$ cat src/hw/rtl/assert_macros.svh
// Assertion macros shared by the parser modules; clocked on clk, disabled in reset.
`ifndef ASSERT_MACROS_SVH
`define ASSERT_MACROS_SVH

// Condition holds at every clock edge.
`define ASSERT_ALWAYS(lbl, cond, msg) \
    lbl: assert property (@(posedge clk) disable iff (!rst_n) (cond)) else $error(msg);

// Consequent holds in the same cycle as the antecedent.
`define ASSERT_SAME(lbl, ante, cons, msg) \
    lbl: assert property (@(posedge clk) disable iff (!rst_n) (ante) |-> (cons)) else $error(msg);

// Consequent holds in the cycle after the antecedent.
`define ASSERT_NEXT(lbl, ante, cons, msg) \
    lbl: assert property (@(posedge clk) disable iff (!rst_n) (ante) |=> (cons)) else $error(msg);

`endif

$ cat src/hw/rtl/jsep_pkg.sv
// Shared constants, codes, command and status types and character classes of the parser.
package jsep_pkg;

    localparam int MAX_DEPTH = 16;
    localparam int LVL_W     = $clog2(MAX_DEPTH + 1);
    localparam int PTR_W     = $clog2(MAX_DEPTH);
    localparam int IDX_W     = 16;
    localparam logic [IDX_W-1:0] IDX_MAX = '1;

    // Frame kinds
    localparam logic [3:0] FK_VALUE     = 4'd0;
    localparam logic [3:0] FK_OBJ_KEY   = 4'd1;
    localparam logic [3:0] FK_OBJ_COLON = 4'd2;
    localparam logic [3:0] FK_OBJ_VAL   = 4'd3;
    localparam logic [3:0] FK_OBJ_SEP   = 4'd4;
    localparam logic [3:0] FK_ARR_FIRST = 4'd5;
    localparam logic [3:0] FK_ARR_VAL   = 4'd6;
    localparam logic [3:0] FK_ARR_SEP   = 4'd7;
    localparam logic [3:0] FK_KEY_START = 4'd8;
    localparam logic [3:0] FK_KEY_BODY  = 4'd9;
    localparam logic [3:0] FK_KEY_ESC   = 4'd10;
    localparam logic [3:0] FK_STR_START = 4'd11;
    localparam logic [3:0] FK_STR_BODY  = 4'd12;
    localparam logic [3:0] FK_STR_ESC   = 4'd13;
    localparam logic [3:0] FK_RAW       = 4'd14;

    // Event kinds
    localparam logic [3:0] EV_NONE      = 4'd0;
    localparam logic [3:0] EV_OBJ_START = 4'd1;
    localparam logic [3:0] EV_OBJ_END   = 4'd2;
    localparam logic [3:0] EV_ARR_START = 4'd3;
    localparam logic [3:0] EV_ARR_END   = 4'd4;
    localparam logic [3:0] EV_KEY_CHAR  = 4'd5;
    localparam logic [3:0] EV_KEY_END   = 4'd6;
    localparam logic [3:0] EV_STR_CHAR  = 4'd7;
    localparam logic [3:0] EV_STR_END   = 4'd8;
    localparam logic [3:0] EV_RAW_CHAR  = 4'd9;
    localparam logic [3:0] EV_RAW_END   = 4'd10;
    localparam logic [3:0] EV_DONE      = 4'd11;
    localparam logic [3:0] EV_ERROR     = 4'd12;

    // Error codes
    localparam logic [3:0] ER_NONE      = 4'd0;
    localparam logic [3:0] ER_INTERNAL  = 4'd1;
    localparam logic [3:0] ER_STR_START = 4'd2;
    localparam logic [3:0] ER_ARR_VEND  = 4'd3;
    localparam logic [3:0] ER_ARR_VALUE = 4'd4;
    localparam logic [3:0] ER_ARR_SEP   = 4'd5;
    localparam logic [3:0] ER_COLON     = 4'd6;
    localparam logic [3:0] ER_OBJ_VALUE = 4'd7;
    localparam logic [3:0] ER_KEY_END   = 4'd8;
    localparam logic [3:0] ER_OBJ_SEP   = 4'd9;
    localparam logic [3:0] ER_INVALID   = 4'd10;
    localparam logic [3:0] ER_TOO_DEEP  = 4'd11;

    // Characters
    localparam logic [7:0] CH_LBRACE = 8'h7B;
    localparam logic [7:0] CH_RBRACE = 8'h7D;
    localparam logic [7:0] CH_LBRACK = 8'h5B;
    localparam logic [7:0] CH_RBRACK = 8'h5D;
    localparam logic [7:0] CH_COLON  = 8'h3A;
    localparam logic [7:0] CH_COMMA  = 8'h2C;
    localparam logic [7:0] CH_BSLASH = 8'h5C;
    localparam logic [7:0] CH_U      = 8'h75;
    localparam logic [7:0] CH_DQUOTE = 8'h22;
    localparam logic [7:0] CH_SQUOTE = 8'h27;
    localparam logic [7:0] CH_N      = 8'h6E;
    localparam logic [7:0] CH_R      = 8'h72;
    localparam logic [7:0] CH_T      = 8'h74;

    typedef struct packed {
        logic latch;
        logic clr;
        logic pass;
        logic ld_err;
        logic ld_done;
        logic stage;
        logic flush;
    } jsep_cmd_t;

    typedef struct packed {
        logic in_nz;
        logic sticky_nz;
        logic skip;
        logic level_zero;
        logic consumed;
        logic stage_ok;
        logic hold_v;
        logic out_free;
    } jsep_sts_t;

    function automatic logic is_space(input logic [7:0] c);
        return (c == 8'h20) || ((c >= 8'd9) && (c <= 8'd13));
    endfunction

    function automatic logic is_raw(input logic [7:0] c);
        return ((c >= 8'h30) && (c <= 8'h39)) || ((c >= 8'h61) && (c <= 8'h7A)) ||
               ((c >= 8'h41) && (c <= 8'h5A)) || (c == 8'h2B) || (c == 8'h2D) ||
               (c == 8'h2E);
    endfunction

    function automatic logic is_quote(input logic [7:0] c);
        return (c == CH_DQUOTE) || (c == CH_SQUOTE);
    endfunction

endpackage

$ cat src/hw/rtl/jsep_ctrl.sv
// Sequencer of the parser: frame passes, event staging and item handshake.
`include "assert_macros.svh"

module jsep_ctrl (
    input  logic                clk,
    input  logic                rst_n,
    input  logic                char_valid,
    output logic                char_stall,
    input  jsep_pkg::jsep_sts_t sts,
    output jsep_pkg::jsep_cmd_t cmd
);
    import jsep_pkg::*;

    localparam logic [2:0] S_IDLE  = 3'd0;
    localparam logic [2:0] S_START = 3'd1;
    localparam logic [2:0] S_PASS  = 3'd2;
    localparam logic [2:0] S_STAGE = 3'd3;
    localparam logic [2:0] S_ERRS  = 3'd4;
    localparam logic [2:0] S_DONES = 3'd5;
    localparam logic [2:0] S_FINAL = 3'd6;

    logic [2:0] state_reg, state_next;
    logic       term_reg, term_next;

    // Hold state and terminal flag
    always_ff @(posedge clk or negedge rst_n)
    begin
        if (!rst_n)
        begin
            state_reg <= S_IDLE;
            term_reg  <= 1'b0;
        end
        else
        begin
            state_reg <= state_next;
            term_reg  <= term_next;
        end
    end

    assign char_stall = (state_reg != S_IDLE);

    // Advance through the passes of one item
    always_comb
    begin
        cmd        = '0;
        state_next = state_reg;
        term_next  = term_reg;
        case (state_reg)
            S_IDLE:
            begin
                if (char_valid)
                begin
                    cmd.latch = 1'b1;
                    term_next = 1'b0;
                    if (sts.in_nz)
                        state_next = S_START;
                end
            end
            S_START:
            begin
                cmd.clr = sts.level_zero;
                if (sts.sticky_nz)
                    state_next = S_ERRS;
                else if (sts.skip)
                    state_next = S_IDLE;
                else
                    state_next = S_PASS;
            end
            S_PASS:
            begin
                cmd.pass   = 1'b1;
                state_next = S_STAGE;
            end
            S_STAGE:
            begin
                if (sts.stage_ok)
                begin
                    cmd.stage = 1'b1;
                    if (term_reg)
                        state_next = S_FINAL;
                    else if (sts.sticky_nz)
                        state_next = S_ERRS;
                    else if (sts.level_zero)
                        state_next = S_DONES;
                    else if (!sts.consumed)
                        state_next = S_PASS;
                    else
                        state_next = S_FINAL;
                end
            end
            S_ERRS:
            begin
                cmd.ld_err = 1'b1;
                term_next  = 1'b1;
                state_next = S_STAGE;
            end
            S_DONES:
            begin
                cmd.ld_done = 1'b1;
                term_next   = 1'b1;
                state_next  = S_STAGE;
            end
            S_FINAL:
            begin
                if (!sts.hold_v)
                    state_next = S_IDLE;
                else if (sts.out_free)
                begin
                    cmd.flush  = 1'b1;
                    state_next = S_IDLE;
                end
            end
            default:
            begin
                state_next = S_IDLE;
            end
        endcase
    end

    `ASSERT_SAME(a_pass_clean, state_reg == S_PASS, !sts.sticky_nz, "pass run with error set")
    `ASSERT_NEXT(a_term_final, cmd.stage && term_reg, state_reg == S_FINAL, "terminal event not last")
endmodule

$ cat src/hw/rtl/jsep_dp.sv
// Datapath of the parser: frame stack, frame pass logic, event hold and output registers.
`include "assert_macros.svh"

module jsep_dp (
    input  logic                          clk,
    input  logic                          rst_n,
    input  jsep_pkg::jsep_cmd_t           cmd,
    output jsep_pkg::jsep_sts_t           sts,
    input  logic [7:0]                    char_in,
    input  logic                          event_stall,
    output logic                          event_valid,
    output logic [3:0]                    event_kind,
    output logic [7:0]                    data_byte,
    output logic [3:0]                    error_code,
    output logic [jsep_pkg::LVL_W-1:0]    nesting_depth,
    output logic [jsep_pkg::IDX_W-1:0]    element_index,
    output logic                          last
);
    import jsep_pkg::*;

    logic [7:0]       c_reg;
    logic [3:0]       kind_reg [MAX_DEPTH];
    logic [IDX_W-1:0] cnt_reg  [MAX_DEPTH];
    logic [LVL_W-1:0] level_reg, level_next;
    logic [3:0]       sticky_reg, sticky_next;
    logic             cons_reg;

    logic             pe_v_reg;
    logic [3:0]       pe_kind_reg, pe_code_reg;
    logic [7:0]       pe_data_reg;

    logic             hold_v_reg;
    logic [3:0]       hold_kind_reg, hold_code_reg;
    logic [7:0]       hold_data_reg;
    logic [LVL_W-1:0] hold_depth_reg;
    logic [IDX_W-1:0] hold_idx_reg;

    logic             out_v_reg;
    logic [3:0]       out_kind_reg, out_code_reg;
    logic [7:0]       out_data_reg;
    logic [LVL_W-1:0] out_depth_reg;
    logic [IDX_W-1:0] out_idx_reg;
    logic             out_last_reg;

    logic [LVL_W-1:0] lvl_m1;
    logic [PTR_W-1:0] top_ptr, push_ptr;
    logic [3:0]       k;
    logic [IDX_W-1:0] cnt_t, cur_idx;
    logic             full, level_zero, out_free, is_key, clr_any, to_out;
    logic [7:0]       esc_c;

    logic             vr_ok, vr_ev, vr_zero;
    logic [3:0]       vr_kind, vr_evk;

    logic             p_wr_top, p_push, p_pop, p_inc, p_set0, p_ev, p_cons;
    logic [3:0]       p_top_kind, p_push_kind, p_evk, p_err;
    logic [7:0]       p_evd;
    logic [IDX_W-1:0] p_push_cnt;

    // Read the top frame
    assign lvl_m1     = level_reg - LVL_W'(1);
    assign top_ptr    = lvl_m1[PTR_W-1:0];
    assign push_ptr   = level_reg[PTR_W-1:0];
    assign k          = kind_reg[top_ptr];
    assign cnt_t      = cnt_reg[top_ptr];
    assign level_zero = (level_reg == '0);
    assign full       = (level_reg >= LVL_W'(MAX_DEPTH));
    assign cur_idx    = level_zero ? '0 : cnt_t;
    assign out_free   = !out_v_reg || !event_stall;
    assign is_key     = (k <= FK_KEY_ESC);
    assign esc_c      = (c_reg == CH_N) ? 8'd10 :
                        (c_reg == CH_R) ? 8'd13 :
                        (c_reg == CH_T) ? 8'd9  : c_reg;

    // Status to the sequencer
    assign sts.in_nz      = (char_in != 8'd0);
    assign sts.sticky_nz  = (sticky_reg != ER_NONE);
    assign sts.skip       = is_space(c_reg) && (k != FK_KEY_BODY) && (k != FK_STR_BODY);
    assign sts.level_zero = level_zero;
    assign sts.consumed   = cons_reg;
    assign sts.stage_ok   = !pe_v_reg || !hold_v_reg || out_free;
    assign sts.hold_v     = hold_v_reg;
    assign sts.out_free   = out_free;

    // Classify a byte that opens a value
    always_comb
    begin
        vr_ok   = 1'b1;
        vr_kind = FK_VALUE;
        vr_ev   = 1'b0;
        vr_evk  = EV_NONE;
        vr_zero = 1'b0;
        if (c_reg == CH_LBRACE)
        begin
            vr_kind = FK_OBJ_KEY;
            vr_ev   = 1'b1;
            vr_evk  = EV_OBJ_START;
        end
        else if (c_reg == CH_LBRACK)
        begin
            vr_kind = FK_ARR_FIRST;
            vr_ev   = 1'b1;
            vr_evk  = EV_ARR_START;
            vr_zero = 1'b1;
        end
        else if (c_reg == CH_U)
            vr_kind = FK_STR_START;
        else if (is_quote(c_reg))
            vr_kind = FK_STR_BODY;
        else if (is_raw(c_reg))
        begin
            vr_kind = FK_RAW;
            vr_ev   = 1'b1;
            vr_evk  = EV_RAW_CHAR;
        end
        else
            vr_ok = 1'b0;
    end

    // One pass over the top frame
    always_comb
    begin
        p_wr_top    = 1'b0;
        p_top_kind  = k;
        p_push      = 1'b0;
        p_push_kind = FK_VALUE;
        p_push_cnt  = cnt_t;
        p_pop       = 1'b0;
        p_inc       = 1'b0;
        p_set0      = 1'b0;
        p_ev        = 1'b0;
        p_evk       = EV_NONE;
        p_evd       = 8'd0;
        p_err       = ER_NONE;
        p_cons      = 1'b0;
        case (k)
            FK_VALUE:
            begin
                if (vr_ok)
                begin
                    p_wr_top   = 1'b1;
                    p_top_kind = vr_kind;
                    p_set0     = vr_zero;
                    p_ev       = vr_ev;
                    p_evk      = vr_evk;
                    p_evd      = (vr_evk == EV_RAW_CHAR) ? c_reg : 8'd0;
                    p_cons     = 1'b1;
                end
                else
                begin
                    p_pop = 1'b1;
                    p_err = ER_INVALID;
                end
            end
            FK_OBJ_KEY, FK_OBJ_SEP:
            begin
                if (c_reg == CH_RBRACE)
                begin
                    p_pop  = 1'b1;
                    p_ev   = 1'b1;
                    p_evk  = EV_OBJ_END;
                    p_cons = 1'b1;
                end
                else if (k == FK_OBJ_KEY)
                begin
                    p_wr_top   = 1'b1;
                    p_top_kind = FK_OBJ_COLON;
                    if (full)
                        p_err = ER_TOO_DEEP;
                    else
                    begin
                        p_push      = 1'b1;
                        p_push_kind = is_quote(c_reg) ? FK_KEY_BODY : FK_KEY_START;
                        if ((c_reg == CH_U) || is_quote(c_reg))
                            p_cons = 1'b1;
                        else
                            p_err = ER_KEY_END;
                    end
                end
                else if (c_reg == CH_COMMA)
                begin
                    p_wr_top   = 1'b1;
                    p_top_kind = FK_OBJ_COLON;
                    if (full)
                        p_err = ER_TOO_DEEP;
                    else
                    begin
                        p_push      = 1'b1;
                        p_push_kind = FK_KEY_START;
                        p_cons      = 1'b1;
                    end
                end
                else
                    p_err = ER_OBJ_SEP;
            end
            FK_OBJ_COLON:
            begin
                if (c_reg == CH_COLON)
                begin
                    p_wr_top   = 1'b1;
                    p_top_kind = FK_OBJ_VAL;
                    p_cons     = 1'b1;
                end
                else
                    p_err = ER_COLON;
            end
            FK_OBJ_VAL, FK_ARR_FIRST, FK_ARR_VAL:
            begin
                if ((k == FK_ARR_FIRST) && (c_reg == CH_RBRACK))
                begin
                    p_pop  = 1'b1;
                    p_ev   = 1'b1;
                    p_evk  = EV_ARR_END;
                    p_cons = 1'b1;
                end
                else
                begin
                    p_wr_top   = 1'b1;
                    p_top_kind = (k == FK_OBJ_VAL) ? FK_OBJ_SEP : FK_ARR_SEP;
                    if (full)
                        p_err = ER_TOO_DEEP;
                    else if (vr_ok)
                    begin
                        p_push      = 1'b1;
                        p_push_kind = vr_kind;
                        p_push_cnt  = vr_zero ? '0 : cnt_t;
                        p_ev        = vr_ev;
                        p_evk       = vr_evk;
                        p_evd       = (vr_evk == EV_RAW_CHAR) ? c_reg : 8'd0;
                        p_cons      = 1'b1;
                    end
                    else if (k == FK_OBJ_VAL)
                        p_err = ER_OBJ_VALUE;
                    else if (k == FK_ARR_FIRST)
                        p_err = ER_ARR_VEND;
                    else
                        p_err = ER_ARR_VALUE;
                end
            end
            FK_ARR_SEP:
            begin
                if (c_reg == CH_RBRACK)
                begin
                    p_pop  = 1'b1;
                    p_ev   = 1'b1;
                    p_evk  = EV_ARR_END;
                    p_cons = 1'b1;
                end
                else if (c_reg == CH_COMMA)
                begin
                    p_wr_top   = 1'b1;
                    p_top_kind = FK_ARR_VAL;
                    p_inc      = (cnt_t != IDX_MAX);
                    p_cons     = 1'b1;
                end
                else
                    p_err = ER_ARR_SEP;
            end
            FK_KEY_START, FK_STR_START:
            begin
                if (c_reg == CH_U)
                    p_cons = 1'b1;
                else if (is_quote(c_reg))
                begin
                    p_wr_top   = 1'b1;
                    p_top_kind = k + 4'd1;
                    p_cons     = 1'b1;
                end
                else
                    p_err = ER_STR_START;
            end
            FK_KEY_BODY, FK_STR_BODY:
            begin
                p_cons = 1'b1;
                if (is_quote(c_reg))
                begin
                    p_pop = 1'b1;
                    p_ev  = 1'b1;
                    p_evk = is_key ? EV_KEY_END : EV_STR_END;
                end
                else if (c_reg == CH_BSLASH)
                begin
                    p_wr_top   = 1'b1;
                    p_top_kind = k + 4'd1;
                end
                else
                begin
                    p_ev  = 1'b1;
                    p_evk = is_key ? EV_KEY_CHAR : EV_STR_CHAR;
                    p_evd = c_reg;
                end
            end
            FK_KEY_ESC, FK_STR_ESC:
            begin
                p_wr_top   = 1'b1;
                p_top_kind = k - 4'd1;
                p_ev       = 1'b1;
                p_evk      = is_key ? EV_KEY_CHAR : EV_STR_CHAR;
                p_evd      = esc_c;
                p_cons     = 1'b1;
            end
            FK_RAW:
            begin
                p_ev = 1'b1;
                if (is_raw(c_reg))
                begin
                    p_evk  = EV_RAW_CHAR;
                    p_evd  = c_reg;
                    p_cons = 1'b1;
                end
                else
                begin
                    p_pop = 1'b1;
                    p_evk = EV_RAW_END;
                end
            end
            default:
            begin
                p_err = ER_INTERNAL;
            end
        endcase
    end

    assign clr_any = cmd.clr || (cmd.stage && pe_v_reg && (pe_kind_reg == EV_DONE));
    assign to_out  = (cmd.stage && pe_v_reg && hold_v_reg) || cmd.flush;

    // Next level and error code
    always_comb
    begin
        level_next  = level_reg;
        sticky_next = sticky_reg;
        if (clr_any)
            level_next = LVL_W'(1);
        else if (cmd.pass)
        begin
            if (p_push)
                level_next = level_reg + LVL_W'(1);
            else if (p_pop)
                level_next = lvl_m1;
            if (p_err != ER_NONE)
                sticky_next = p_err;
        end
    end

    // Hold the frame stack and control state
    always_ff @(posedge clk or negedge rst_n)
    begin
        if (!rst_n)
        begin
            for (int i = 0; i < MAX_DEPTH; i++)
            begin
                kind_reg[i] <= FK_VALUE;
                cnt_reg[i]  <= '0;
            end
            level_reg  <= LVL_W'(1);
            sticky_reg <= ER_NONE;
            cons_reg   <= 1'b0;
            pe_v_reg   <= 1'b0;
            hold_v_reg <= 1'b0;
            out_v_reg  <= 1'b0;
        end
        else
        begin
            level_reg  <= level_next;
            sticky_reg <= sticky_next;
            if (clr_any)
            begin
                kind_reg[0] <= FK_VALUE;
                cnt_reg[0]  <= '0;
            end
            else if (cmd.pass)
            begin
                cons_reg <= p_cons;
                if (p_wr_top)
                    kind_reg[top_ptr] <= p_top_kind;
                if (p_set0)
                    cnt_reg[top_ptr] <= '0;
                else if (p_inc)
                    cnt_reg[top_ptr] <= cnt_t + IDX_W'(1);
                if (p_push)
                begin
                    kind_reg[push_ptr] <= p_push_kind;
                    cnt_reg[push_ptr]  <= p_push_cnt;
                end
            end
            // Pending event of this pass, or error and done events
            if (cmd.pass)
                pe_v_reg <= p_ev;
            else if (cmd.ld_err || cmd.ld_done)
                pe_v_reg <= 1'b1;
            else if (cmd.stage)
                pe_v_reg <= 1'b0;
            // Hold the staged event until its successor decides last
            if (cmd.stage && pe_v_reg)
                hold_v_reg <= 1'b1;
            else if (cmd.flush)
                hold_v_reg <= 1'b0;
            if (to_out)
                out_v_reg <= 1'b1;
            else if (!event_stall)
                out_v_reg <= 1'b0;
        end
    end

    // Payload registers
    always_ff @(posedge clk)
    begin
        if (cmd.latch)
            c_reg <= char_in;
        if (cmd.pass)
        begin
            pe_kind_reg <= p_evk;
            pe_data_reg <= p_evd;
            pe_code_reg <= ER_NONE;
        end
        else if (cmd.ld_err)
        begin
            pe_kind_reg <= EV_ERROR;
            pe_data_reg <= 8'd0;
            pe_code_reg <= sticky_reg;
        end
        else if (cmd.ld_done)
        begin
            pe_kind_reg <= EV_DONE;
            pe_data_reg <= 8'd0;
            pe_code_reg <= ER_NONE;
        end
        if (to_out)
        begin
            out_kind_reg  <= hold_kind_reg;
            out_data_reg  <= hold_data_reg;
            out_code_reg  <= hold_code_reg;
            out_depth_reg <= hold_depth_reg;
            out_idx_reg   <= hold_idx_reg;
            out_last_reg  <= cmd.flush;
        end
        if (cmd.stage && pe_v_reg)
        begin
            hold_kind_reg  <= pe_kind_reg;
            hold_data_reg  <= pe_data_reg;
            hold_code_reg  <= pe_code_reg;
            hold_depth_reg <= level_reg;
            hold_idx_reg   <= cur_idx;
        end
    end

    assign event_valid   = out_v_reg;
    assign event_kind    = out_kind_reg;
    assign data_byte     = out_data_reg;
    assign error_code    = out_code_reg;
    assign nesting_depth = out_depth_reg;
    assign element_index = out_idx_reg;
    assign last          = out_last_reg;

    `ASSERT_SAME(a_no_overwrite, to_out, out_free, "output item overwritten while stalled")
    `ASSERT_NEXT(a_sticky_hold, sticky_reg != ER_NONE, sticky_reg == $past(sticky_reg), "error code lost")
    `ASSERT_ALWAYS(a_level_range, level_reg <= LVL_W'(MAX_DEPTH), "stack level beyond depth")
endmodule

$ cat src/hw/rtl/json_stream_event_parser_unit.sv
// Top level of the byte-serial JSON event parser: sequencer plus datapath.
// An accepted byte is latched, run by a frame pass into the pending event, staged into the hold register,
// then moved to the output register; output stalls add to this. Bytes are taken one at a time.
// Whitespace outside string and key bodies and a zero byte give no event, but whitespace with an error set gives it.
// Reset: asynchronous, active low; stack holds one value frame, error cleared, no event pending.
module json_stream_event_parser_unit (
    input  logic                       clk,
    input  logic                       rst_n,
    input  logic                       char_valid,
    output logic                       char_stall,
    input  logic [7:0]                 char_in,
    output logic                       event_valid,
    input  logic                       event_stall,
    output logic [3:0]                 event_kind,
    output logic [7:0]                 data_byte,
    output logic [3:0]                 error_code,
    output logic [jsep_pkg::LVL_W-1:0] nesting_depth,
    output logic [jsep_pkg::IDX_W-1:0] element_index,
    output logic                       last
);
    import jsep_pkg::*;

    jsep_cmd_t cmd;
    jsep_sts_t sts;

    jsep_ctrl u_ctrl (
        .clk        (clk),
        .rst_n      (rst_n),
        .char_valid (char_valid),
        .char_stall (char_stall),
        .sts        (sts),
        .cmd        (cmd)
    );

    jsep_dp u_dp (
        .clk           (clk),
        .rst_n         (rst_n),
        .cmd           (cmd),
        .sts           (sts),
        .char_in       (char_in),
        .event_stall   (event_stall),
        .event_valid   (event_valid),
        .event_kind    (event_kind),
        .data_byte     (data_byte),
        .error_code    (error_code),
        .nesting_depth (nesting_depth),
        .element_index (element_index),
        .last          (last)
    );
endmodule

$ cat config.mk
export PLATFORM = sky130hd
export DESIGN_NAME = json_stream_event_parser_unit
export DESIGN_NICKNAME = d
export VERILOG_FILES = /design/src/hw/rtl/jsep_pkg.sv /design/src/hw/rtl/jsep_ctrl.sv /design/src/hw/rtl/jsep_dp.sv /design/src/hw/rtl/json_stream_event_parser_unit.sv
export VERILOG_INCLUDE_DIRS = /design/src /design/src/hw/rtl
export SDC_FILE = /design/constraint.sdc
export NUM_CORES = 2
export LEC_CHECK = 0
export BUFFER_PORTS_ARGS = -buffer_cell sky130_fd_sc_hd__clkbuf_2
export CAP_MARGIN = 20
export CORE_MARGIN = 2
export CORE_UTILIZATION = 65
export CTS_CLUSTER_DIAMETER = 30
export DETAILED_ROUTE_END_ITERATION = 8
export PLACE_DENSITY = 0.82
export SLEW_MARGIN = 5
export SYNTH_ARGS = -nofsm -noshare
export SYNTH_HDL_FRONTEND = slang
export SYNTH_SLANG_ARGS = --single-unit
$ cat constraint.sdc
create_clock -name clk -period 10.9 [get_ports clk]
set_clock_uncertainty 0.05 [all_clocks]
set_input_delay 3.27 -clock clk [delete_from_list [all_inputs] [get_ports clk]]
set_output_delay 3.27 -clock clk [all_outputs]
set_load 0.005 [all_outputs]
==> results.cfg <==
[outcome]
status = complete, no violations

[global_route]
antenna_found_initial = 4
grtUsageTotal_pct = 48.8
overflow = 0
grt_pass1_wl_um = 143000
grt_pass1_vias = 23100
grt_start_max_net_pins = 184

[logic_synthesis]
yosysTopAreaCellShare_pct = 34.0
synth_largest_area_cell = dfrtp_1
synth_ff_type = dfrtp_1
avgSynthCellArea_um2 = 10.2
netlist_area_um2 = 24700
syn-instance-count = 2431
synth_area_leaders = dfrtp_1, edfxtp_1, mux4_2, o211ai_1, a221o_1
synthArstFlopShare_pct = 77.3
ys_warn_count = 0
synth_cell_types = 103
synth-edff-count = 95
synth_seq_cells = 436
synth_fp_nets = 2456
yosysSeqAreaShare_pct = 46.0

[job]
cap_violations = 0

[clock_tree]
ctsHoldBuffers = 0
cts_sinks = 436
htreeDepth = 3
cts_tree = done
clk_pin_slew_ns = 0.05
clock_path_buffers = 3
postCtsSetupRepairBufs = 0
post_cts_resized = 0
clk_latency_ns = 0.64
cts_buffers = 86
root_buffer = clkbuf_16

[cells_and_area]
mostFrequentLayoutCells = dfrtp_1, nand2_1, nor2_1
area_growth_pct = 15.3
num_antenna_cells = 0
largest_reg_flops = 256
finish.net_count = 2460
drive_gt1_share_pct = 16.8
layout_commonest_cell = dfrtp_1

[sta]
setup_ws_ns = 3.24
finalHoldViolCount = 0
totalNegativeSetupSlack_ns = 0
fin_crit_ns = 7.66
setup_viol = 0
fin_crit_sh_pct = 70.3
worstMarginPinSlew_ns = 1.29
relSlewSlack_pct = 13.2
fmax_ghz = 0.130
rsz0062_at_grt = no
drv_slew = 0

[setup_path]
slowest_delay_ns = 1.01
endpoint_kind = flop
crit_path_max_fanout = 72
worstPathRequired_ns = 11.41
rrSetupSlack_ns = 3.24
path_delay_family = compound AO/OA/AOI/OAI gates
critPathKind = reg -> reg
cp_num_buf_inv = 3
cp.arrival_ns = 8.18
path_cells = inv_2 > ha_4 > buf_4 > mux4_2 > mux2i_1 > mux2_2 > clkinv_1 > ha_1 > o31ai_1 > a2111oi_0 > a31o_2 > or3b_1 > o41a_4 > o21ai_1 > and2_1 > a221o_1
cp-start-kind = flop
crit_path_top_delay_cell = ha_4

[power]
combPwrFrac_pct = 44.4
p_int_mw = 5.00
vdd_drop_max_v = 0.000245
seqPwrFrac_pct = 24.1
p_leak_nw = 11.7
p_per_area_nw_per_um2 = 317
clkPwrFrac_pct = 31.5
p_sw_share_pct = 44.7
switchingPower_mw = 4.03

[drt]
wirelength_um = 94900
drt_iter0_markers = 4217
via_per_inst = 7.91
avgRoutedWirePerCell_um = 31.5
drc = 0
first_pass_iters = 7
num_vias = 23800
ant_nets = 0

[die]
die_w_um = 199
initial_utilization_pct = 65.8
core_region_area_um2 = 37600
io_pins = 52
rows = 71
dieArea_um2 = 39600
die_h_um = 199

[placed_design]
place_hpwl_um = 63600
dp_slack_ns = 3.41
port_buffers = 51
gp_congestion = 1.07

[hold_path]
worstHoldPathType = reg -> reg
==> synthesized netlist by cell type (10+ instances only) <==
| library cell | n |
|---|---|
| o22ai_1 | 57 |
| xnor2_1 | 20 |
| o221ai_1 | 15 |
| ha_1 | 13 |
| a221oi_1 | 24 |
| and2_1 | 19 |
| nor4_1 | 13 |
| o211ai_1 | 111 |
| buf_2 | 40 |
| a22oi_1 | 27 |
| a31oi_1 | 13 |
| o21ai_0 | 157 |
| a21oi_1 | 63 |
| o31ai_1 | 11 |
| or2_2 | 10 |
| nand2b_1 | 16 |
| clkbuf_1 | 125 |
| mux2_2 | 15 |
| a221o_1 | 83 |
| buf_4 | 18 |
| a21o_1 | 63 |
| nand2_1 | 217 |
| a211oi_1 | 37 |
| mux2i_1 | 50 |
| a211o_1 | 18 |
| dfrtp_1 | 336 |
| or3_1 | 21 |
| inv_1 | 60 |
| buf_1 | 19 |
| edfxtp_1 | 95 |
| nor3_1 | 58 |
| and3_1 | 31 |
| mux4_2 | 73 |
| a22o_1 | 12 |
| nand3_1 | 106 |
| nor2_1 | 193 |
==> area by class of cell <==
type | instances | area (µm²)
repair buffers | 125 | 835
fillers | 2470 | 9090
flip-flops and latches | 436 | 11400
well taps | 511 | 639
inverters | 62 | 233
clock buffers | 103 | 2350
multi-input cells | 1724 | 12300
clock inverters | 55 | 798
==> power groups by stage <==
| stage | combinational (mW) | sequential (mW) | clock, mW |
|---|---|---|---|
| 6_report | 4.01 | 2.17 | 2.85 |
| 5_1_grt | 4.17 | 2.19 | 2.92 |
| 4_1_cts | 3.79 | 2.16 | 2.84 |
| 3_5_place_dp | 3.75 | 2.18 | 0 |
| 3_3_place_gp | 3.70 | 2.16 | 0 |
| 2_1_floorplan | 2.60 | 2.06 | 0 |
==> per-layer routing <==
metal	track usage [%]	up-vias	routed length (µm)
li1	-	9368	-
met3	18.4	550	15200
met4	26.0	10	5900
met5	1.53	-	149
met2	69.9	2447	40300
met1	64.4	11500	33300
==> per-stage QoR <==
stage	util [%]	cell area [µm²]	hold WS, ns	total power [mW]	instances
after global routing	75.8	28500	0.364	9.28	3016
after CTS	75.7	28400	0.364	8.78	3011
after global placement	67.2	25300	0.351	5.86	2850
after detailed placement	67.3	25300	0.355	5.92	2853
final	75.8	28500	0.365	9.03	3016
after floorplan	-	24700	0.350	4.66	2431
==> final timing paths <==
check / from / to / depth (start not counted)
min: u_dp.pe_data_reg[1] / u_dp.hold_data_reg[1] / 0
min reg2reg: u_dp.pe_data_reg[1] / u_dp.hold_data_reg[1] / 0
min in group asynchronous: rst_n / u_dp.kind_reg[7] / 1
max reg2reg: u_dp.level_reg[0] / u_dp.cnt_reg[140] / 16
max: u_dp.level_reg[0] / u_dp.cnt_reg[140] / 16
max in group asynchronous: rst_n / u_dp.cnt_reg[173] / 2
==> cell families after synthesis <==
kind of cell | after synthesis | share of synthesized area, %
fa+ha+maj | 13 | 0.658
xor+xnor | 30 | 1.14
compound gates | 801 | 23.8
flops | 436 | 46.0
buf+inv | 271 | 4.78
simple gates | 739 | 14.1
mux | 141 | 9.54
(Power assumes the default switching activity.)
